===== config.mk =====
export PLATFORM = sky130hd
export DESIGN_NAME = qsel_cfg
export DESIGN_NICKNAME = d
export VERILOG_FILES = /design/src/hdl/qsel_pkg.sv /design/src/hdl/qsel_cfg.sv
export SDC_FILE = /design/constraint.sdc
export NUM_CORES = 1
export LEC_CHECK = 0
export BUFFER_PORTS_ARGS = -buffer_cell sky130_fd_sc_hd__buf_2
export CAP_MARGIN = 20
export CORE_MARGIN = 5
export CORE_UTILIZATION = 29
export CTS_BUF_LIST = sky130_fd_sc_hd__clkbuf_4 sky130_fd_sc_hd__clkbuf_8 sky130_fd_sc_hd__clkbuf_16
export DETAILED_ROUTE_END_ITERATION = 10
export PLACE_DENSITY = 0.74
export SETUP_SLACK_MARGIN = 0.1
export SYNTH_ARGS = -nofsm -noshare
export SYNTH_HDL_FRONTEND = slang
export SYNTH_SLANG_ARGS = --single-unit

===== constraint.sdc =====
create_clock -name clk -period 0.8 [get_ports clk]
set_input_delay 0.16 -clock clk [delete_from_list [all_inputs] [get_ports clk]]
set_output_delay 0.16 -clock clk [all_outputs]
set_load 0.1 [all_outputs]

===== src/hdl/qsel_pkg.sv =====
// shared constants for the k-th smallest selector
`timescale 1ns / 1ps

package qsel_pkg;

	// rank register
	localparam int unsigned RANK_W = 11;
	localparam logic [RANK_W-1:0] RANK_RESET = 11'd1;

	// apb port geometry
	localparam int unsigned PADDR_W = 3;
	localparam int unsigned PDATA_W = 32;

	// register word indexes (paddr above the byte lane bits)
	localparam logic [PADDR_W-3:0] REG_RANK = 1'b0;

endpackage : qsel_pkg


===== src/hdl/qsel_cfg.sv =====
// apb register block holding the wanted rank
`timescale 1ns / 1ps

module qsel_cfg
	import qsel_pkg::*;
(
	input  logic               clk,
	input  logic               arst_n,
	input  logic               psel,
	input  logic               penable,
	input  logic               pwrite,
	input  logic [PADDR_W-1:0] paddr,
	input  logic [PDATA_W-1:0] pwdata,
	output logic [PDATA_W-1:0] prdata,
	output logic               pready,
	output logic [RANK_W-1:0]  rank
);

	logic [RANK_W-1:0] rank_q;
	logic              wr_en;
	logic              hit_rank;

	// address decode
	assign hit_rank = (paddr[PADDR_W-1:2] == REG_RANK);
	assign wr_en    = psel && penable && pwrite && hit_rank;

	// rank register
	always_ff @(posedge clk or negedge arst_n) begin
		if (!arst_n) begin
			rank_q <= RANK_RESET;
		end else if (wr_en) begin
			rank_q <= pwdata[RANK_W-1:0];
		end
	end

	// read back
	always_comb begin
		prdata = '0;
		if (hit_rank) begin
			prdata = PDATA_W'(rank_q);
		end
	end

	assign pready = 1'b1;
	assign rank   = rank_q;

endmodule : qsel_cfg


Word level (Yosys, flattened, before mapping)
Cells that the tools add are included.
{ "word_totals": {"register_bits": 11} }
{ "classes": {"mux": 1, "bitwise": 1, "reduce_logical": 3} }
{ "ops": {"columns": ["cell", "count"], "rows": [
  ["2-to-1 mux 11 bit", 1],
  ["logical AND 1 bit", 3],
  ["NOT 1 bit", 1]
]} }

Depth between registers and ports, before layout
Gate-level depths: netlist of the first run.
{ "depth": {"ltp_word": 3, "mapped_depth": 3, "mapped_depth_nobuf": 2} }

Worst setup path after synthesis of the first run
OpenSTA, ideal clock, no wires.
{ "synth_timing": {"path_kind": "register -> output", "from": "register rank_q[10], in the netlist rank[10]", "to": "output port prdata[10]", "t_arrival_ns": 2.362, "path_slack_ns": -1.722, "stages_incl_launch_ff": 2, "cell_sequence": "dfrtp_1 -> nor2b_1"} }
{ "synth_via": {"elab_chain_cells": 1} }
{ "synth_rtl": {"columns": ["item", "line_no", "source"], "rows": [
  ["from (decl)", "qsel_cfg.sv:19", "logic [RANK_W-1:0] rank_q;"],
  ["from (signal assigned)", "qsel_cfg.sv:32", "rank_q <= pwdata[RANK_W-1:0];"],
  ["2-to-1 mux 11 bit", "qsel_cfg.sv:39", "if (hit_rank) begin"],
  ["to (decl)", "qsel_cfg.sv:14", "output logic [PDATA_W-1:0] prdata,"]
]} }
No other way between the ends.

Worst setup path after layout of the first run
{ "layout_timing": {"from": "register rank_q[0], in the netlist rank[0]", "to": "output port prdata[0]"} }
Same word-level chain as after synthesis.

==> impl_metrics.toml, run 1 <==
[outcome]
status = "finished, violations left"
violations = "setup timing"

[layout]
num-nets-final = 154
flip_flop_count_of_the_largest_register_after_layout = 11
area_delta_synth_final_pct = 112
fraction_of_layout_instances_using_a_drive_strength_above_1_pct = 79.6
diodes = 0

[sta]
period_needed_ns = 1.39
rsz_0062_raised_after_global_routing = "yes"
final.setup.worst_slack_ns = -0.590
totalNegativeSetupSlack_ns = -11.26
final-hold-violation-count = 0
timing.final.max_slew_violations = 0
timing.clock.skew_ns = 0
timing.final.setup_violations = 33
fmaxAchievable_mhz = 720
min_period_over_period_pct = 174
whs_ns = 0.110

[route]
wl_mm = 1.91
initialDrtViolationCount = 14
drc_errors = 0
postRouteAntennaNets = 0
vias = 550
drt_pass1_iterations = 2
via_per_inst = 3.85
detail_route.wl_per_cell_um = 13.3

[critical_path]
setup.worst_path.start = "rank[0]$_DFFE_PN1P_"
critical_path_end = "prdata[0]"
crit_type = "register to output port"
ff2ff_path_depth = 2
regToRegEndpoint = "rank[1]$_DFFE_PN0P_"
timing.reg2reg.setup_slack_ns = -0.19
critical-path-max-stage-delay_ns = 0.61
critPathRequiredTime_ns = 0.64
worst_ep_arrival_time_ns = 1.23
ordered_cell_list_for_the_critical_path = "nor2b_4 -> buf_12"
r2r-start = "rank[1]$_DFFE_PN0P_"
critPathCaptureType = "output port"
critPathLaunchType = "register"
crit_path_top_delay_cell = "sky130_fd_sc_hd__dfstp_4"
maximum_net_fanout_on_the_critical_path = 2

[power_and_ir_drop]
cellLeakagePower_uw = 0.000763
total_power_uw = 5000
power_density_nw_per_um2 = 3280
ir_drop_mv = 1.90

[clocking]
path_clk_slew_ns = 0.08
cts_tree = "done"
cts-root-to-sink-buffers = 2
clkLatencyLatePin_ns = 0.28
total_clock_buffers_created_by_cts = 3
clkSinkCount = 11
clockRootBuffer = "sky130_fd_sc_hd__clkbuf_4"
htree_num_levels = 1

[synthesis]
synth_area_per_cell_sq_um = 12.0
synthesis.yosys.warnings = 0
synthesis.instances = 60
synth-seq-cells = 11
post_synth_instance_area_sq_um = 719
netlist-cell-type-count = 11
part_of_the_yosys_area_used_for_sequential_elements_pct = 38.4

[floorplan]
die_span_in_y_um = 59.8
design.core.area_sq_um = 2430
initial_core_util_pct = 29.6
rows = 18
design.die.area_sq_um = 3580
floorplan.die.width_um = 59.8
boundaryPins = 84

[grt]
antenna_found_initial = 0
all_layer_global_routing_usage_pct = 10.7
globalRoute.totalOverflow = 0
grt_pass1_wl_mm = 2.74
grt_pass1_vias = 621
maximum_number_of_pins_on_one_net_before_global_route_repair = 12

[placed_design]
hpwl_mm = 1.38
pre_cts_ws_ns = -0.303
gp_routability_congestion = 0.687
port-buffer-count = 38

[worst_hold_path]
hold_path.class = "input pin to register"

[flow_run]
count_of_maximum_capacitance_violations = 0
cells by family (layout without fill, tap and decap cells):
group	count (synthesis)	count (layout)	synth area share [%]
buffers and inverters	24	57	25.0
AND/OR/NAND/NOR	12	12	13.0
multiplexers	11	11	22.4
flip-flops	11	11	38.4
other	2	22	1.04
Yosys cell counts:
library cell	number	share of area, %
sky130_fd_sc_hd__buf_4	22	23
sky130_fd_sc_hd__conb_1	2	1.0
sky130_fd_sc_hd__buf_6	1	1.6
sky130_fd_sc_hd__mux2_4	10	21
sky130_fd_sc_hd__and2b_1	1	1.0
sky130_fd_sc_hd__mux2_2	1	1.6
sky130_fd_sc_hd__nor2b_1	10	8.7
sky130_fd_sc_hd__clkbuf_1	1	0.52
sky130_fd_sc_hd__dfstp_2	1	3.7
sky130_fd_sc_hd__nand4b_4	1	3.3
sky130_fd_sc_hd__dfrtp_1	10	35
what timing repair did:
action | 4_1_cts | 5_1_grt
setup endpoints to repair | 33 | 33
hold buffers | 1 | 0
setup buffers | 8 | 2
endpoints found under the hold margin | 11 | 0
resized for setup | 5 | 2
worst min path at each step:
stage                   start                    to  slack, ns  cells past startpoint
global route        pwdata[9]   rank[9]$_DFFE_PN0P_       0.11                      2
detailed placement     arst_n   rank[3]$_DFFE_PN0P_       0.04                      1
global placement       arst_n   rank[9]$_DFFE_PN0P_       0.04                      1
floorplan              arst_n  rank[10]$_DFFE_PN0P_      -0.14                      0
CTS                 pwdata[7]   rank[7]$_DFFE_PN0P_       0.11                      2
finish              pwdata[7]   rank[7]$_DFFE_PN0P_       0.11                      2
final cells by class:
type / instances / area, sq um
multi-input cells: 45 / 419
flip-flops and latches: 11 / 318
clock inverters: 1 / 5.00
clock buffers: 3 / 22.5
repair buffers: 53 / 724
well taps: 30 / 37.5
fillers: 160 / 906
report_power, final:
group	internal (uW)	switching (uW)
Sequential	768	123
Clock	186	206
Combinational	1420	2300
Total	2370	2630
routing by layer:
metal / vias to the layer above / track usage, % / wire, um / part of all wire (%)
met1: 250 / 9.89 / 606 / 32
met4: 0 / 6.65 / 42 / 2.2
li1: 253 / - / - / -
met2: 42 / 20.7 / 1020 / 54
met3: 5 / 2.38 / 235 / 12
met5: - / 0 / 0 / 0
placed cells by master (no fill, tap or decap), drive strengths merged:
master       synthesis  layout
and2b                1       1
buf                 23      52
clkbuf               1       3
clkinv               0       1
conb                 2      22
dfrtp               10      10
dfstp                1       1
dlygate4sd3          0       1
mux2                11      11
nand4b               1       1
nor2b               10      10
critical path: cells and delay by family, from the launching register on:
kind | cells | cell delay, ns
buf+inv | 1 | 0.18
simple gates | 1 | 0.16
flops | 1 | 0.61
metrics by stage:
step,util (%),instances,instance area [sq um]
3_3_place_gp,55.0,128,1340
3_5_place_dp,55.0,128,1340
2_1_floorplan,-,80,918
5_1_grt,62.8,143,1530
6_report,62.8,143,1530
4_1_cts,61.8,141,1500
(Power assumes the default switching activity.)
==> run 2: changes to the inputs <==
clock period = 1.2 ns   (was 0.8 ns; I/O delays follow)
==> run 2 against run 1 <==
Final cell count shrank 2.1%. Setup slack gained 0.33 ns. Count of clock-buffer cells in the layout grew 1. Combinational power shrank 36%. Non-clock buffer count shrank 3. Critical path depth is the same. Critical path type unchanged. Utilization shrank 2.1 points. Clock power shrank 33%. Die area is the same. Highest routed layer unchanged. Global-route usage shrank 0.37 points. Sequential cell count is the same. Wire length shrank 2.9%. The flow still finishes with violations (setup timing).
==> impl_metrics.toml, run 2 (synthesis gave the netlist of run 1 again) <==
[critical_path]
setup.worst_path.start = "rank[0]$_DFFE_PN1P_"
crit_path_top_delay_cell = "sky130_fd_sc_hd__dfstp_4"
regToRegEndpoint = "rank[5]$_DFFE_PN0P_"
timing.reg2reg.setup_slack_ns = 0.21
critPathRequiredTime_ns = 0.96
crit_type = "register to output port"
critical_path_end = "prdata[0]"
ordered_cell_list_for_the_critical_path = "nor2b_4 -> buf_12"
r2r-start = "rank[5]$_DFFE_PN0P_"
critPathCaptureType = "output port"
critical-path-max-stage-delay_ns = 0.62
worst_ep_arrival_time_ns = 1.22
maximum_net_fanout_on_the_critical_path = 2
critPathLaunchType = "register"
ff2ff_path_depth = 2

[sta]
timing.clock.skew_ns = 0
final-hold-violation-count = 0
timing.final.max_slew_violations = 0
whs_ns = 0.209
min_period_over_period_pct = 121
fmaxAchievable_mhz = 687
rsz_0062_raised_after_global_routing = "yes"
period_needed_ns = 1.46
final.setup.worst_slack_ns = -0.256
timing.final.setup_violations = 18

[flow_run]
count_of_maximum_capacitance_violations = 0

[placed_design]
postPlaceCellArea_sq_um = 1330
gp_routability_congestion = 0.713
hpwl_mm = 1.49
port-buffer-count = 38

[clocking]
path_clk_slew_ns = 0.06
total_clock_buffers_created_by_cts = 3
cts_tree = "done"
clkSinkCount = 11
clkLatencyLatePin_ns = 0.26
htree_num_levels = 1
clockRootBuffer = "sky130_fd_sc_hd__clkbuf_4"
cts-root-to-sink-buffers = 2

[floorplan]
floorplan.die.width_um = 59.8
boundaryPins = 84
design.die.area_sq_um = 3580
rows = 18
die_span_in_y_um = 59.8
design.core.area_sq_um = 2430
initial_core_util_pct = 29.6

[worst_hold_path]
hold_start = "pwdata[8]"
hold_path.class = "input pin to register"

[layout]
final_core_utilization_pct = 60.7
num-nets-final = 151
fraction_of_layout_instances_using_a_drive_strength_above_1_pct = 79.1
layout.cell_area.non_filler_sq_um = 1480
area_delta_synth_final_pct = 105
diodes = 0
mostFrequentLayoutCells = "sky130_fd_sc_hd__buf_12 (26), sky130_fd_sc_hd__conb_1 (22), sky130_fd_sc_hd__buf_2 (16)"
seq_area_sq_um = 315
layout_commonest_cell = "sky130_fd_sc_hd__buf_12"
multi_input_area_sq_um = 415
flip_flop_count_of_the_largest_register_after_layout = 11
fill_cells = 196

[route]
postRouteAntennaNets = 0
drc_errors = 0
wl_mm = 1.85
drt_pass1_iterations = 3
via_per_inst = 3.86
vias = 540
detail_route.wl_per_cell_um = 13.2
initialDrtViolationCount = 5

[grt]
grt_pass1_wl_mm = 2.70
maximum_number_of_pins_on_one_net_before_global_route_repair = 12
gr-usage-met3_pct = 2.59
grt_pass1_vias = 557
global_route.usage.met1_pct = 10.8
grtUsageMet2_pct = 20.1
all_layer_global_routing_usage_pct = 10.4
grt-busiest-layer = "met2"
globalRoute.totalOverflow = 0
antenna_found_initial = 0

[power_and_ir_drop]
cellLeakagePower_uw = 0.000736
power_density_nw_per_um2 = 2200
ir_drop_mv = 1.20

[outcome]
status = "finished, violations left"
violations = "setup timing"
[run 2: cell types whose count changed in the layout (fill, tap and decap cells not counted)]
cell	delta
sky130_fd_sc_hd__clkinv_2	-1
sky130_fd_sc_hd__mux2_2	+1
sky130_fd_sc_hd__buf_4	+1
sky130_fd_sc_hd__mux2_4	-1
sky130_fd_sc_hd__dfrtp_2	+1
sky130_fd_sc_hd__dfrtp_4	-1
sky130_fd_sc_hd__buf_12	-1
sky130_fd_sc_hd__clkbuf_4	+1
sky130_fd_sc_hd__buf_6	-3
[run 2: final cells by class]
cell class                      count  share of cell area (%)
Multi-Input combinational cell     45                    28.1
Clock buffer                        4                    2.03
Sequential cell                    11                    21.4
Timing Repair Buffer               50                    45.9
Tap cell                           30                    2.54
[run 2: power breakdown]
part / switching, uW / leakage, uW / internal [uW]
sequential: 85.6 / 0.000120 / 509
clock: 113 / 0.0000184 / 151
combinational: 1510 / 0.000597 / 876
[run 2: timing repair]
action / 4_1_cts / 5_1_grt
buffers inserted: 6 / 1
hold buffers: 1 / 0
resized for setup: 3 / 1
pin swaps: 0 / 0
endpoints found under the setup margin: 22 / 22
endpoints found under the hold margin: 10 / 0
[run 2: metrics by stage]
| step | cells | setup slack, ns | total power, uW | setup TNS, ns |
|---|---|---|---|---|
| 2_1_floorplan | 80 | -0.404 | 2160 | -2.68 |
| 3_3_place_gp | 128 | 0.0362 | 2800 | 0 |
| 3_5_place_dp | 128 | 0.0156 | 2820 | 0 |
| 4_1_cts | 139 | -0.273 | 3250 | -1.94 |
| 5_1_grt | 140 | -0.306 | 3340 | -2.43 |
| 6_report | 140 | -0.256 | 3250 | -1.81 |
[run 2: how the worst min path moves through the flow]
stage | to | cells past startpoint
6_report | rank[8]$_DFFE_PN0P_ | 2
5_1_grt | rank[2]$_DFFE_PN0P_ | 2
4_1_cts | rank[9]$_DFFE_PN0P_ | 2
3_5_place_dp | rank[3]$_DFFE_PN0P_ | 1
3_3_place_gp | rank[4]$_DFFE_PN0P_ | 1
2_1_floorplan | rank[10]$_DFFE_PN0P_ | 0
[run 2: routing by layer]
layer	routed length (um)	share of wire (%)	vias to the layer above
li1	-	-	247
met1	595	32	255
met2	1040	56	36
met3	209	11	2
met4	8	0.43	0
met5	0	0	-
[run 2: worst max-delay path: cells and delay by family (launching register included)]
kind	cells	cell delay [ns]
flops	1	0.62
simple gates	1	0.16
buf+inv	1	0.18
==> run 3: changes to the inputs <==
CELL_PAD_IN_SITES_DETAIL_PLACEMENT = 1   (was unset)
CELL_PAD_IN_SITES_GLOBAL_PLACEMENT = 2   (was unset)
CORE_UTILIZATION = 14   (was 29)
PLACE_DENSITY = unset   (was 0.74)
PLACE_DENSITY_LB_ADDON = 0.1   (was unset)
SKIP_CTS_REPAIR_TIMING = 1   (was unset)
==> run 3 against run 2 <==
The flow still finishes with violations (setup timing). Sequential share of layout area up 0.18 points. First-iteration DRC count down 80%. Utilization down 32 points. Setup slack better by 0.042 ns. Wire length up 12%. Fmax up 2.9%. Final area down 0.85%. Final cell count up 24%. Die area up 87%. Combinational power down 7%. Register-to-register slack better by 0.07 ns. Critical path type unchanged. Critical endpoint unchanged.
==> impl_metrics.toml, run 3 (synthesis gave the netlist of run 1 again) <==
[outcome]
status = "finished, violations left"
violations = "setup timing"

[layout]
fill_cells = 549
fraction_of_layout_instances_using_a_drive_strength_above_1_pct = 77.9
num-nets-final = 145
diodes = 0
layout_commonest_cell = "sky130_fd_sc_hd__buf_12"
flip_flop_count_of_the_largest_register_after_layout = 11
mostFrequentLayoutCells = "sky130_fd_sc_hd__buf_12 (24), sky130_fd_sc_hd__conb_1 (22), sky130_fd_sc_hd__buf_2 (16)"
area_delta_synth_final_pct = 103

[grt]
grtUsageMet2_pct = 9.36
all_layer_global_routing_usage_pct = 5.85
gr-usage-met3_pct = 2.41
maximum_number_of_pins_on_one_net_before_global_route_repair = 12
grt_pass1_wl_mm = 2.82
antenna_found_initial = 0
globalRoute.totalOverflow = 0
grt_pass1_vias = 544
grt-busiest-layer = "met2"
global_route.usage.met1_pct = 7.07

[worst_hold_path]
hold_start = "pwdata[4]"
hold-path-cell-count = 2
endpoint_of_the_worst_hold_timing_path = "rank[4]$_DFFE_PN0P_"
hold_path.class = "input pin to register"

[floorplan]
boundaryPins = 84
rows = 26
design.core.area_sq_um = 5040
initial_core_util_pct = 14.3
die_span_in_y_um = 81.7
floorplan.die.width_um = 81.7
design.die.area_sq_um = 6670

[route]
vias = 517
drt_pass1_iterations = 2
detail_route.wl_per_cell_um = 11.9
postRouteAntennaNets = 0
drc_errors = 0
initialDrtViolationCount = 1
wl_mm = 2.06
via_per_inst = 2.97

[sta]
final-hold-violation-count = 0
rsz_0062_raised_after_global_routing = "yes"
period_needed_ns = 1.41
timing.final.max_slew_violations = 0
min_period_over_period_pct = 118
timing.final.setup_violations = 13
timing.clock.skew_ns = 0
fmaxAchievable_mhz = 707
final.setup.worst_slack_ns = -0.215
whs_ns = 0.235

[placed_design]
pre_cts_ws_ns = 0.00579
gp_routability_congestion = 0.625
hpwl_mm = 1.73
port-buffer-count = 38

[critical_path]
crit_type = "register to output port"
timing.reg2reg.setup_slack_ns = 0.28
maximum_net_fanout_on_the_critical_path = 2
critPathLaunchType = "register"
worst_ep_arrival_time_ns = 1.17
setup.worst_path.start = "rank[0]$_DFFE_PN1P_"
regToRegEndpoint = "rank[0]$_DFFE_PN1P_"
r2r-start = "rank[0]$_DFFE_PN1P_"
ff2ff_path_depth = 2
critPathCaptureType = "output port"
critPathRequiredTime_ns = 0.96

[power_and_ir_drop]
cellLeakagePower_uw = 0.000703
ir_drop_mv = 0.657
total_power_uw = 3220
power_density_nw_per_um2 = 2200

[clocking]
path_clk_slew_ns = 0.05
htree_num_levels = 1
clockRootBuffer = "sky130_fd_sc_hd__clkbuf_8"
total_clock_buffers_created_by_cts = 3
clkSinkCount = 11
cts-root-to-sink-buffers = 2
clkLatencyLatePin_ns = 0.23
cts_tree = "done"

[flow_run]
count_of_maximum_capacitance_violations = 0
## run 3: layout make-up
type,instances,area (sq um),area share (%)
Timing Repair Buffer,44,597,40.8
Multi-Input combinational cell,45,415,28.4
Sequential cell,11,315,21.5
Tap cell,70,87.6,5.98
Clock buffer,4,48.8,3.33
## run 3: power by group
group | leakage, uW | total [uW] | switching (uW) | internal, uW
clock network | 0.0000262 | 391 | 135 | 256
logic | 0.000556 | 2220 | 1460 | 757
registers | 0.000120 | 611 | 101 | 510
total | 0.000703 | 3220 | 1700 | 1520
## run 3: stage by stage
step,instance area [sq um],std cells,TNS [ns],utilization (%)
global route,1460,174,-1.51,29.0
detailed placement,1390,168,0,27.6
finish,1460,174,-1.04,29.0
floorplan,912,80,-2.68,-
CTS,1440,172,-1.22,28.6
global placement,1390,168,0,27.6
## run 3: metal layers
layer / up-vias / share of wire [%]
li1: 233 / -
met1: 245 / 40
met2: 37 / 47
met3: 2 / 12
met4: 0 / 0.39
met5: - / 0
## run 3: worst max-delay path by stage
stage | to | cells past startpoint | slack [ns]
global route | prdata[0] | 2 | -0.25
finish | prdata[0] | 2 | -0.21
global placement | rank[5]$_DFFE_PN0P_ | 4 | 0.01
floorplan | prdata[0] | 1 | -0.40
detailed placement | rank[5]$_DFFE_PN0P_ | 4 | 0.006
CTS | prdata[0] | 2 | -0.23
## run 3: worst max-delay path, cell delays in order (launching register included)
cell and delay, ns:
sky130_fd_sc_hd__dfstp_4 0.61, sky130_fd_sc_hd__nor2b_4 0.15, sky130_fd_sc_hd__buf_12 0.18
