## src/hdl/qsel_pkg.sv

```systemverilog
// shared constants for the k-th smallest selector
`timescale 1ns / 1ps

package qsel_pkg;

	// rank register
	localparam int unsigned RANK_W = 11;
	localparam logic [RANK_W-1:0] RANK_RESET = 11'd1;

	// apb port geometry
	localparam int unsigned PADDR_W = 3;
	localparam int unsigned PDATA_W = 32;

	// register word indexes (paddr above the byte lane bits)
	localparam logic [PADDR_W-3:0] REG_RANK = 1'b0;

endpackage : qsel_pkg

```

## src/hdl/qsel_seq.sv

```systemverilog
// load and quickselect sequencer driving the element store
`timescale 1ns / 1ps

module qsel_seq
	import qsel_pkg::*;
#(
	parameter int unsigned DEPTH      = 1024,
	parameter int unsigned DATA_WIDTH = 32
) (
	input  logic                         clk,
	input  logic                         arst_n,
	input  logic                         start,
	input  logic signed [DATA_WIDTH-1:0] element_value,
	input  logic                         is_last,
	input  logic [RANK_W-1:0]            rank,
	output logic                         busy,
	output logic                         done,
	output logic signed [DATA_WIDTH-1:0] selected_value,
	output logic                         error,
	output logic                         ram_we,
	output logic [$clog2(DEPTH)-1:0]     ram_waddr,
	output logic [DATA_WIDTH-1:0]        ram_wdata,
	output logic                         ram_re,
	output logic [$clog2(DEPTH)-1:0]     ram_raddr,
	input  logic [DATA_WIDTH-1:0]        ram_rdata
);

	localparam int unsigned AW = $clog2(DEPTH);
	localparam int unsigned CW = $clog2(DEPTH + 1);
	localparam int unsigned RW = (CW > RANK_W) ? CW : RANK_W;
	localparam logic [CW-1:0] FULL_CNT = CW'(DEPTH);

	typedef enum logic [3:0] {
		S_IDLE,
		S_PIV_RD,
		S_PIV_CAP,
		S_LD_L,
		S_CAP_L,
		S_LD_R,
		S_CAP_R,
		S_STEP,
		S_SWAP1,
		S_SWAP2,
		S_FIN_RD,
		S_FIN_W1,
		S_FIN_W2
	} state_t;

	typedef enum logic [1:0] {
		PH_A,
		PH_B,
		PH_C
	} phase_t;

	state_t                  state_q;
	phase_t                  phase_q;
	logic                    ld_both_q;
	logic [CW-1:0]           count_q;
	logic                    ovf_q;
	logic [CW-1:0]           ws_q;
	logic [CW-1:0]           we_q;
	logic [CW-1:0]           left_q;
	logic [CW-1:0]           right_q;
	logic [CW-1:0]           target_q;
	logic signed [DATA_WIDTH-1:0] pivot_q;
	logic signed [DATA_WIDTH-1:0] lv_q;
	logic signed [DATA_WIDTH-1:0] rv_q;
	logic                    done_q;
	logic                    error_q;
	logic signed [DATA_WIDTH-1:0] sel_q;

	logic                    full;
	logic [CW-1:0]           count_nx;
	logic                    ovf_nx;
	logic [RW-1:0]           rank_ext;
	logic                    req_err;
	logic [CW-1:0]           left_inc;
	logic [CW-1:0]           right_dec;
	logic [CW-1:0]           ws_inc;
	logic                    in_window;
	logic                    l_above;
	logic                    r_below;
	logic                    l_not_above;
	logic                    r_not_below;
	logic signed [DATA_WIDTH-1:0] rdata_s;

	// request bookkeeping for the load phase
	assign full     = (count_q >= FULL_CNT);
	assign count_nx = full ? count_q : count_q + 1'b1;
	assign ovf_nx   = ovf_q | full;
	assign rank_ext = RW'(rank);
	assign req_err  = ovf_nx || (rank == '0) || (rank_ext > RW'(count_nx));

	// shared index step and compare unit
	assign left_inc    = left_q + 1'b1;
	assign right_dec   = right_q - 1'b1;
	assign ws_inc      = ws_q + 1'b1;
	assign in_window   = (left_q <= right_q);
	assign l_above     = (lv_q > pivot_q);
	assign r_below     = (rv_q < pivot_q);
	assign l_not_above = !l_above;
	assign r_not_below = !r_below;
	assign rdata_s     = ram_rdata;

	// store port selection
	always_comb begin
		ram_we    = 1'b0;
		ram_waddr = count_q[AW-1:0];
		ram_wdata = element_value;
		ram_re    = 1'b0;
		ram_raddr = left_q[AW-1:0];
		unique case (state_q)
			S_IDLE: begin
				ram_we = start && !full;
			end
			S_PIV_RD: begin
				ram_re    = 1'b1;
				ram_raddr = ws_q[AW-1:0];
			end
			S_LD_L: begin
				ram_re = 1'b1;
			end
			S_LD_R, S_FIN_RD: begin
				ram_re    = 1'b1;
				ram_raddr = right_q[AW-1:0];
			end
			S_SWAP1: begin
				ram_we    = 1'b1;
				ram_waddr = left_q[AW-1:0];
				ram_wdata = rv_q;
			end
			S_SWAP2: begin
				ram_we    = 1'b1;
				ram_waddr = right_q[AW-1:0];
				ram_wdata = lv_q;
			end
			S_FIN_W1: begin
				ram_we    = 1'b1;
				ram_waddr = ws_q[AW-1:0];
				ram_wdata = ram_rdata;
			end
			S_FIN_W2: begin
				ram_we    = 1'b1;
				ram_waddr = right_q[AW-1:0];
				ram_wdata = pivot_q;
			end
			default: begin
			end
		endcase
	end

	// sequencer and registered result
	always_ff @(posedge clk or negedge arst_n) begin
		if (!arst_n) begin
			state_q   <= S_IDLE;
			phase_q   <= PH_A;
			ld_both_q <= 1'b0;
			count_q   <= '0;
			ovf_q     <= 1'b0;
			done_q    <= 1'b0;
			error_q   <= 1'b0;
			ws_q      <= '0;
			we_q      <= '0;
			left_q    <= '0;
			right_q   <= '0;
			target_q  <= '0;
			pivot_q   <= '0;
			lv_q      <= '0;
			rv_q      <= '0;
			sel_q     <= '0;
		end else begin
			done_q <= 1'b0;
			unique case (state_q)
				S_IDLE: begin
					if (start) begin
						if (is_last) begin
							count_q <= '0;
							ovf_q   <= 1'b0;
							if (req_err) begin
								done_q  <= 1'b1;
								error_q <= 1'b1;
								sel_q   <= '0;
							end else begin
								ws_q     <= '0;
								we_q     <= count_nx - 1'b1;
								target_q <= CW'(rank_ext - 1'b1);
								state_q  <= S_PIV_RD;
							end
						end else begin
							count_q <= count_nx;
							ovf_q   <= ovf_nx;
						end
					end
				end
				S_PIV_RD: begin
					state_q <= S_PIV_CAP;
				end
				S_PIV_CAP: begin
					pivot_q   <= rdata_s;
					left_q    <= ws_inc;
					right_q   <= we_q;
					phase_q   <= PH_A;
					ld_both_q <= 1'b1;
					state_q   <= (ws_inc <= we_q) ? S_LD_L : S_STEP;
				end
				S_LD_L: begin
					state_q <= S_CAP_L;
				end
				S_CAP_L: begin
					lv_q    <= rdata_s;
					state_q <= ld_both_q ? S_LD_R : S_STEP;
				end
				S_LD_R: begin
					state_q <= S_CAP_R;
				end
				S_CAP_R: begin
					rv_q    <= rdata_s;
					state_q <= S_STEP;
				end
				S_STEP: begin
					case (phase_q)
						PH_A: begin
							if (!in_window) begin
								state_q <= S_FIN_RD;
							end else if (l_above && r_below) begin
								state_q <= S_SWAP1;
							end else begin
								phase_q <= PH_B;
							end
						end
						PH_B: begin
							phase_q <= PH_C;
							if (in_window && l_not_above) begin
								left_q    <= left_inc;
								ld_both_q <= 1'b0;
								if (left_inc <= right_q) begin
									state_q <= S_LD_L;
								end
							end
						end
						default: begin
							phase_q <= PH_A;
							if (in_window && r_not_below) begin
								right_q <= right_dec;
								if (left_q <= right_dec) begin
									state_q <= S_LD_R;
								end
							end
						end
					endcase
				end
				S_SWAP1: begin
					state_q <= S_SWAP2;
				end
				S_SWAP2: begin
					left_q    <= left_inc;
					right_q   <= right_dec;
					phase_q   <= PH_B;
					ld_both_q <= 1'b1;
					state_q   <= (left_inc <= right_dec) ? S_LD_L : S_STEP;
				end
				S_FIN_RD: begin
					state_q <= S_FIN_W1;
				end
				S_FIN_W1: begin
					state_q <= S_FIN_W2;
				end
				S_FIN_W2: begin
					if (right_q == target_q) begin
						done_q  <= 1'b1;
						error_q <= 1'b0;
						sel_q   <= pivot_q;
						state_q <= S_IDLE;
					end else begin
						if (right_q < target_q) begin
							ws_q <= right_q + 1'b1;
						end else begin
							we_q <= right_dec;
						end
						state_q <= S_PIV_RD;
					end
				end
				default: begin
					state_q <= S_IDLE;
				end
			endcase
		end
	end

	assign busy           = (state_q != S_IDLE);
	assign done           = done_q;
	assign error          = error_q;
	assign selected_value = sel_q;

endmodule : qsel_seq

```

## config.mk

```make
export PLATFORM = sky130hd
export DESIGN_NAME = qsel_seq
export DESIGN_NICKNAME = d
export VERILOG_FILES = /design/src/hdl/qsel_pkg.sv /design/src/hdl/qsel_seq.sv
export SDC_FILE = /design/constraint.sdc
export NUM_CORES = 1
export LEC_CHECK = 0
export BUFFER_PORTS_ARGS = -buffer_cell sky130_fd_sc_hd__clkbuf_2
export CAP_MARGIN = 15
export CORE_MARGIN = 2
export CORE_UTILIZATION = 54
export CTS_BUF_LIST = sky130_fd_sc_hd__clkbuf_16
export DETAILED_ROUTE_END_ITERATION = 8
export GPL_ROUTABILITY_DRIVEN = 0
export GPL_TIMING_DRIVEN = 0
export HOLD_SLACK_MARGIN = 0.02
export PLACE_DENSITY = 0.76
export REMOVE_ABC_BUFFERS = 1
export SETUP_SLACK_MARGIN = 0.1
export SLEW_MARGIN = 20
export SYNTH_ARGS = -nofsm -noshare
export SYNTH_HDL_FRONTEND = slang
export SYNTH_SLANG_ARGS = --single-unit
```

## constraint.sdc

```tcl
create_clock -name clk -period 3.59 [get_ports clk]
set_clock_uncertainty 0.2 [all_clocks]
set_input_delay 0.1795 -clock clk [delete_from_list [all_inputs] [get_ports clk]]
set_output_delay 0.1795 -clock clk [all_outputs]
set_load 0.1 [all_outputs]
```

Word-level counts from Yosys, hierarchy flattened. Cells that the tools add are included.

Register bits after elaboration: 204. Output and inout port bits: 89. Logic and storage cells: 163.

$add $sub $neg: 7. Magnitude comparators: 10. Equal/unequal tests: 33. Multiplexer cells: 63. Bitwise logic cells: 2. Reduce and logical (&&, ||, !) cells: 32.

Operators with widths (count): $mux W11 (16); $mux W32 (4); $pmux W32 S4 (1); $pmux W11 S3 (2); $pmux W32 S2 (1); $le A11 B11 Y1 (5); $pmux W4 S13 (1); $add A11 B1 Y11 const B (4); $pmux W11 S2 (2); $mux W4 (9); $sub A11 B1 Y11 const B (3); $gt A32 B32 Y1 (1); $lt A32 B32 Y1 (1); $pmux W10 S3 (1); $ne A2 B2 Y1 const B (12); $eq A4 B4 Y1 const B (5); $pmux W10 S2 (1); $eq A4 B3 Y1 const B (4); $mux W1 (13); $ne A3 B3 Y1 const B (4); $ne A4 B4 Y1 const B (3); $reduce_and A3 Y1 (4); $reduce_and A6 Y1 (2); $eq A11 B11 Y1 (1); other kinds (29) (47).

Depth between registers and ports, before layout. Gate-level depths: netlist (run 1).

Depth after elaboration: 8. Gate-level depth with buffers: 15. Depth with buffers taken out: 14.

Worst setup path after synthesis (run 1). OpenSTA, ideal clock, no wires.

Path kind: register -> output. From: reg state_q[0]. To: out ram_we. Arrival: 3.617 ns. Required time: 3.211 ns. Path slack: -0.407 ns. Stages on the path, launching flop included: 8. Cells stage by stage: dfrtp_1 > clkbuf_1 > or2_1 > clkbuf_1 > nor3_2 > nand2_1 > clkbuf_1 > o21ai_0.

Cells in the longest elaborated chain, start to end: 3. Elaborated cells on any way between the ends: 7. Those cells by class: eq/ne (4); mux (1); reduce/logical (2).

Ends and longest elaborated chain: start: declaration (RTL line qsel_seq.sv:55) `state_t state_q;`; start signal: assignment (RTL line qsel_seq.sv:204) `state_q <= (ws_inc <= we_q) ? S_LD_L : S_STEP;`; start signal: assignment (RTL line qsel_seq.sv:211) `state_q <= ld_both_q ? S_LD_R : S_STEP;`; start signal: assignment (RTL line qsel_seq.sv:260) `state_q <= (left_inc <= right_dec) ? S_LD_L : S_STEP;`; $eq A4 B4 Y1 (RTL line qsel_seq.sv:112) `unique case (state_q)`; $reduce_or A4 Y1 (no source line); $pmux W1 S2 * (RTL line qsel_seq.sv:112); end: declaration (RTL line qsel_seq.sv:20) `output logic ram_we,`.

Mark *: on every way between the ends. The rest lies on a longest branch, timed or not.

Worst setup path after layout (run 1).
From: reg count_q[1]. To: reg we_q[4].

Cells in the longest elaborated chain, start to end: 7. Elaborated cells on any way between the ends: 14. Those cells by class: add/sub (2); order compare (2); eq/ne (1); mux (5); bitwise (1); reduce/logical (3).

Ends and longest elaborated chain: start: declaration (RTL line qsel_seq.sv:58) `logic [CW-1:0] count_q;`; start signal: assignment (RTL line qsel_seq.sv:190) `count_q <= count_nx;`; $add A11 B1 Y11 / $ge A11 B11 Y1 (equally long branches) (RTL line qsel_seq.sv:89, qsel_seq.sv:88); $mux W11 (RTL line qsel_seq.sv:89) `assign count_nx = full ? count_q : count_q + 1'b1;`; $sub A11 B1 Y11 (RTL line qsel_seq.sv:185) `we_q <= count_nx - 1'b1;`; $mux W11 (RTL line qsel_seq.sv:179) `if (req_err) begin`; $mux W11 (RTL line qsel_seq.sv:176) `if (is_last) begin`; $mux W11 (RTL line qsel_seq.sv:175) `if (start) begin`; $pmux W11 S2 (RTL line qsel_seq.sv:173) `unique case (state_q)`; end signal: assignment (RTL line qsel_seq.sv:185); end signal: assignment (RTL line qsel_seq.sv:278) `we_q <= right_dec;`; end: declaration (RTL line qsel_seq.sv:61) `logic [CW-1:0] we_q;`.

Several ways; a longest one is shown, not always the timed one. The select of a mux whose other input is x is not followed. A chain may end at the register's enable or synchronous reset.

==> run summary, run 1 <==
Clock Path Buffers - 3
Die Y-Extent - 164 um
cts bufs inserted - 25
Ports - 168
status - finished with violations
failing checks - design-rule violations, negative setup slack
Ys Warns - 0
fin crit share - 107%
ANT nets after route - 0
Area growth syn-to-layout - 29.4%
core box area - 25300 um^2
first-pass GRT wire length - 70.5 mm
overall power - 17.3 mW
post-DP HPWL - 30.8 mm
CTS Root Cell - clkbuf_16
Power Dens Cells - 959 nW/um^2
WL final - 49.7 mm
Critical path origin - count_q[1]
vias in the first global route - 13300
largest net degree at the start of global routing - 86
# setup viols final - 61
synth unique cells - 79
Synth Flop Type - dfrtp_1
relative slew slack - 19.1%
Worst VDD drop - 0.733 mV
DR iter-0 viols - 1985
slowest CP cell - dfrtp_1
RSZ-0062 raised after global routing - yes
crit end category - flip-flop
Worst-path clk slew - 0.07 ns
data required time of the worst path - 3.84 ns
post-synthesis async set-or-reset flop share - 100%
top-count cell post-synth - nand2_1
R2R cell count - 16
DRC viols - 4
initial antenna violation count - 1
synth cell count leaders - nand2_1, dfrtp_1, ha_1
drt pass-1 iters - 9
element type at the critical path start - flip-flop
syn_area_per_cell - 8.97 um^2
port bufs - 167
top cell type's share of synthesized area - 36.7%
max_cap viols - 0
synthesized instance count - 1551
net count reported at finish - 2032
vias per cell - 6.58
setup ws final - -0.261 ns
layout cell share with drive strength beyond 1 - 26.9%
Levels on crit path - 16
Crit path arrival time - 4.10 ns
Setup WS pre-CTS - -1.00 ns
routed vias - 14200
largest area contributor in the netlist - dfrtp_1
clock sink count - 204
die width - 164 um
Final Max Tran Viols - 0
H-tree depth - 1
clk_lat worst skew - 0.54 ns
flops & latches, synth - 204
Post-synth EDFFs - 0
worst path bufs/invs - 3
worst min path class - in2async
register area share after synthesis - 36.7%
DP Area - 15300 um^2
Cell Chain, Critical Path - ha_4, nand3_4, nor4bb_4, xnor2_2, ha_1, a21o_1, a211oi_2, o221ai_2, a21oi_2, o21ai_4, o21a_4, a2111oi_4, buf_4, clkbuf_16, buf_12, mux2i_2
Final Non-Filler Cells - 2156
minimum clock period - 3.85 ns
drt wl/cell - 23.0 um
Max stage delay on crit path - 0.39 ns
placed cell count - 1990
Crit Path Max Fanout - 3
P_leak - 8.16 nW
Hold Vio Cnt, Final - 0
TritonCTS clock tree - built
reg-to-reg startpoint - count_q[1]
global route overflow - 0
Rows - 58
Total GRT Usage - 33.1%
kind of cell adding the most delay to the critical path - compound AO/OA/AOI/OAI gates
mapped cell area - 13900 um^2
Initial Util - 55.1%
Crit Path Class - reg2reg
post-route cell area - 18000 um^2
Max Clk Rate - 260 MHz
dominant cells by area after synthesis - dfrtp_1, ha_1, nand2_1
Die ar. - 27100 um^2
worst-margin pin slew - 1.20 ns
[where the power goes]
part / switching (mW) / leakage (nW) / internal [mW] / total [mW]
Sequential: 0.889 / 2.56 / 3.14 / 4.03
Clock: 1.06 / 0.393 / 1.41 / 2.47
Combinational: 6.90 / 5.22 / 3.86 / 10.8
Total: 8.85 / 8.16 / 8.42 / 17.3
[worst min-delay path, cell delays in order]
cell           delay, ns
dlygate4sd3_1       0.54
clkbuf_8            0.18
buf_16              0.27
[layer usage]
layer	GRT usage, %	vias to the layer above	routed length, um
met5	0	-	0
met4	16.7	0	3260
met3	4.57	297	5050
met2	53.9	1060	22700
met1	43.3	6703	18700
li1	-	6117	-
[placed cells by master (no fill, tap or decap), types with 18 or more instances in the layout]
cell / netlist / layout
inv_1: 82 / 77
dlygate4sd3_1: 0 / 51
dfrtp_1: 204 / 186
ha_1: 147 / 144
nand3_1: 41 / 35
xnor2_1: 42 / 29
clkbuf_2: 1 / 164
o21ai_0: 122 / 115
buf_4: 2 / 45
mux2i_1: 23 / 21
nand4_1: 55 / 55
dfrtp_2: 0 / 18
a21oi_1: 60 / 59
nand2_1: 274 / 272
mux2_2: 77 / 74
a22oi_1: 44 / 44
nor3_1: 32 / 24
clkbuf_16: 0 / 31
nor2_1: 67 / 51
xor2_1: 20 / 19
[flip-flops by register name (all words and copies together), names as in the netlist, 11 cells and up]
register,count
lv_q,32
pivot_q,32
rv_q,32
selected_value,32
count_q,11
left_q,11
right_q,11
target_q,11
we_q,11
ws_q,11
[worst paths after layout]
check                                endpoint  slack (ns)
setup reg to reg                      we_q[4]       -0.26
max in group asynchronous         count_q[10]        2.66
min in group clk                  pivot_q[25]        0.25
hold reg to reg            selected_value[13]        0.27
setup / recovery                      we_q[4]       -0.26
hold / removal                           done        0.05
[metrics by stage]
step / hold slack (ns) / utilization [%] / TNS [ns]
6_report: 0.0506 / 71.3 / -9.94
5_1_grt: 0.0899 / 71.3 / -14.93
4_1_cts: 0.0584 / 68.4 / -1.59
3_5_place_dp: -0.0144 / 60.8 / -32.41
3_3_place_gp: 0.226 / 58.7 / -797.10
2_1_floorplan: -0.316 / - / -111.21
[cells by family after synthesis]
logic type                 Yosys count  synth area share [%]
and+or+nand+nor                    539                  17.9
AOI/OAI and AO/OA                  335                  15.5
DFF                                204                  36.7
buffers and inverters              161                  4.53
adders and majority gates          147                  13.2
muxes                              103                  8.21
xor gates and xnor gates            62                  3.90
[layout make-up]
| cell class | count | area [um^2] |
|---|---|---|
| Tap cell | 330 | 413 |
| Fill cell | 1725 | 7260 |
| Sequential cell | 204 | 5130 |
| Clock inverter | 21 | 160 |
| Timing Repair Buffer | 301 | 2450 |
| Inverter | 82 | 325 |
| Antenna cell | 1 | 2.50 |
| Clock buffer | 25 | 626 |
| Multi-Input combinational cell | 1192 | 8890 |
[repair_timing]
| action | CTS | global route |
|---|---|---|
| resized for setup | 71 | 77 |
| endpoints found under the setup margin | 140 | 137 |
| setup buffers | 28 | 27 |
| endpoints found under the hold margin | 318 | 0 |
| pin swaps | 28 | 25 |
| gates cloned | 4 | 8 |
| hold buffers | 52 | 0 |
No activity file was read; power rests on OpenSTA's default activity.
==> run 2, diff against run 1 <==
CORE_ASPECT_RATIO = 0.8   (was unset)
==> run 2 against run 1 <==
The flow finishes with violations (negative setup slack). Global-route usage rose by 0.70 points. Critical endpoint is now state_q[2]. Sequential share of layout area is 0.44 points lower. Wire length down 1.2%. Die area about the same. Via count about the same. Hold slack better by 0.010 ns.
==> run summary, run 2 (synthesized netlist as in run 1, its figures left out) <==
status - finished with violations
failing checks - negative setup slack
Core Util, Final - 72.2% (+0.90 points)
ANT nets after route - 0 (unchanged)
FF-to-FF setup slack - -0.18 ns (+0.08 ns)
Clock Power Share - 13.2% (-1.1 points)
Initial Util - 54.9% (-0.12 points)
# fillers - 1676 (-2.8%)
Worst-path clk slew - 0.07 ns (about the same)
cts bufs inserted - 23 (-8.0%)
slowest CP cell - dfrtp_2
global route overflow - 0 (unchanged)
post-DP HPWL - 29.9 mm (-2.8%)
Total GRT Usage - 33.8% (+0.70 points)
Worst VDD drop - 0.865 mV (+18%)
layout cell share with drive strength beyond 1 - 29.4% (+2.5 points)
P_int - 8.29 mW (-1.5%)
worst path bufs/invs - 2 (-1)
clk_lat worst skew - 0.55 ns (about the same)
max_cap viols - 0 (unchanged)
net count reported at finish - 2044 (+0.59%)
worst-margin pin slew - 1.03 ns (-0.177 ns)
RSZ-0062 raised after global routing - yes
element type at the critical path start - flip-flop
ant diodes - 0 (-1)
first-pass GRT wire length - 72.7 mm (+3.2%)
core box area - 25300 um^2 (+0.22%)
Ports - 168 (unchanged)
Die Y-Extent - 148 um (-10%)
Die ar. - 27100 um^2 (about the same)
initial antenna violation count - 0 (-1)
relative slew slack - 31.3% (+12 points)
vias in the first global route - 13600 (+2.1%)
DRC viols - 0 (-4)
DR iter-0 viols - 1574 (-21%)
die width - 183 um (+12%)
crit end category - flip-flop
sequential fraction of design power - 24.0% (+0.6 points)
P_sw - 8.77 mW (-0.83%)
Crit Path Max Fanout - 4 (+1)
routed vias - 14200 (+0.021%)
DP Area - 15300 um^2 (-0.45%)
H-tree depth - 1 (unchanged)
minimum clock period - 3.77 ns (-0.0816 ns)
combinational power share - 62.8% (+0.5 points)
# setup viols final - 34 (-44%)
port bufs - 167 (unchanged)
reg-to-reg startpoint - right_q[4]
Cell Chain, Critical Path - nor3_4, buf_6, nand3_4, buf_4, nor2_4, xnor2_4, ha_4, a22o_1, o41a_1, or3_1, or3_1, o311a_4, o31a_2
switching part of the total - 51.4% (+0.18 points)
P_leak - 8.32 nW (+2.0%)
post-route cell area - 18300 um^2 (+1.5%)
setup ws final - -0.179 ns (+0.0816 ns)
Crit Path Class - reg2reg
hold_ws - 0.0607 ns (+0.0101 ns)
data required time of the worst path - 3.82 ns (-0.02 ns)
Setup TNS - -2.21 ns (+7.73 ns)
Power Dens Cells - 934 nW/um^2 (-2.6%)
vias per cell - 6.58 (about the same)
WL final - 49.1 mm (-1.2%)
end of the worst register-to-register path - state_q[2]
clock sink count - 204 (unchanged)
Clock Path Buffers - 3 (unchanged)
Crit path top cell by count - or3_1
kind of cell adding the most delay to the critical path - simple AND/OR/NAND/NOR gates
R2R cell count - 13 (-3)
CTS Root Cell - clkbuf_16
Max stage delay on crit path - 0.43 ns (+0.04 ns)
drt wl/cell - 22.8 um (-1.1%)
most frequent cells in the layout - nand2_1, dfrtp_1, clkbuf_2
Final Max Tran Viols - 0 (unchanged)
Rows - 52 (-10%)
Crit path arrival time - 4.00 ns (-0.10 ns)
Hold Vio Cnt, Final - 0 (unchanged)
Area growth syn-to-layout - 31.3%
TritonCTS clock tree - built
commonest non-fill, non-tap cell in the layout - nand2_1
largest net degree at the start of global routing - 93 (+8.1%)
Max Clk Rate - 265 MHz (+2.2%)
worst min path class - in2async
Critical path origin - right_q[4]
drt pass-1 iters - 8 (-1)
Setup WS pre-CTS - -0.977 ns (+0.0236 ns)
fin crit share - 105% (-2.3 points)
==> run 2: cell count changes in the layout (fill, tap and decap cells not counted), moves of 7 or more <==
cell     delta
buf_12      +7
buf_4      +12
nand2_1    -28
nand2_2    +13
nand2_4    +15
o21ai_0    -17
o21ai_2    +14
==> run 2: repair_timing <==
| action | 4_1_cts | 5_1_grt |
|---|---|---|
| setup endpoints to repair | 140 | 134 |
| hold endpoints to repair | 318 | 0 |
| buffers inserted | 53 | 25 |
| pin swaps | 41 | 53 |
| cloned | 8 | 2 |
| hold buffers | 51 | 0 |
| resized for setup | 121 | 117 |
==> run 2: how the worst max path moves through the flow <==
stage,endpoint,cells past startpoint
floorplan,selected_value[11],12
global placement,right_q[5],5
detailed placement,we_q[0],13
CTS,state_q[0],13
global route,state_q[0],14
finish,state_q[2],13
==> run 2: tightest hold or removal path, stage by stage <==
cell           delay, ns
dlygate4sd3_1       0.53
clkbuf_8            0.17
buf_16              0.35
==> run 2: cell type report <==
| class | instances | area (um^2) | area share (%) |
|---|---|---|---|
| Timing Repair Buffer | 317 | 2570 | 14.1 |
| Clock inverter | 15 | 101 | 0.555 |
| Tap cell | 324 | 405 | 2.22 |
| Sequential cell | 204 | 5120 | 28.1 |
| Multi-Input combinational cell | 1190 | 9160 | 50.2 |
| Clock buffer | 23 | 576 | 3.15 |
| Inverter | 82 | 327 | 1.79 |
==> run 2: metal layers <==
metal  vias up  global-route usage [%]  share of wire [%]
met2       992                    53.5                 45
met5         -                       0                  0
met4         0                    13.4                4.8
li1       6133                       -                  -
met3       231                    7.10                 11
met1      6824                    45.6                 39
==> run 2: power by group through the flow <==
stage / Sequential (mW) / Clock [mW] / Combinational [mW]
after floorplan: 3.82 / 0 / 6.65
after global placement: 3.97 / 0 / 8.48
after detailed placement: 4.02 / 0 / 8.95
after CTS: 3.97 / 2.24 / 9.84
after global routing: 4.15 / 2.33 / 11.4
final: 4.10 / 2.25 / 10.7
==> run 2: metrics by stage <==
stage / instances / power (mW)
detailed placement: 1981 / 13.0
floorplan: 1472 / 10.5
CTS: 2131 / 16.0
global placement: 1963 / 12.4
finish: 2155 / 17.1
global route: 2155 / 17.9
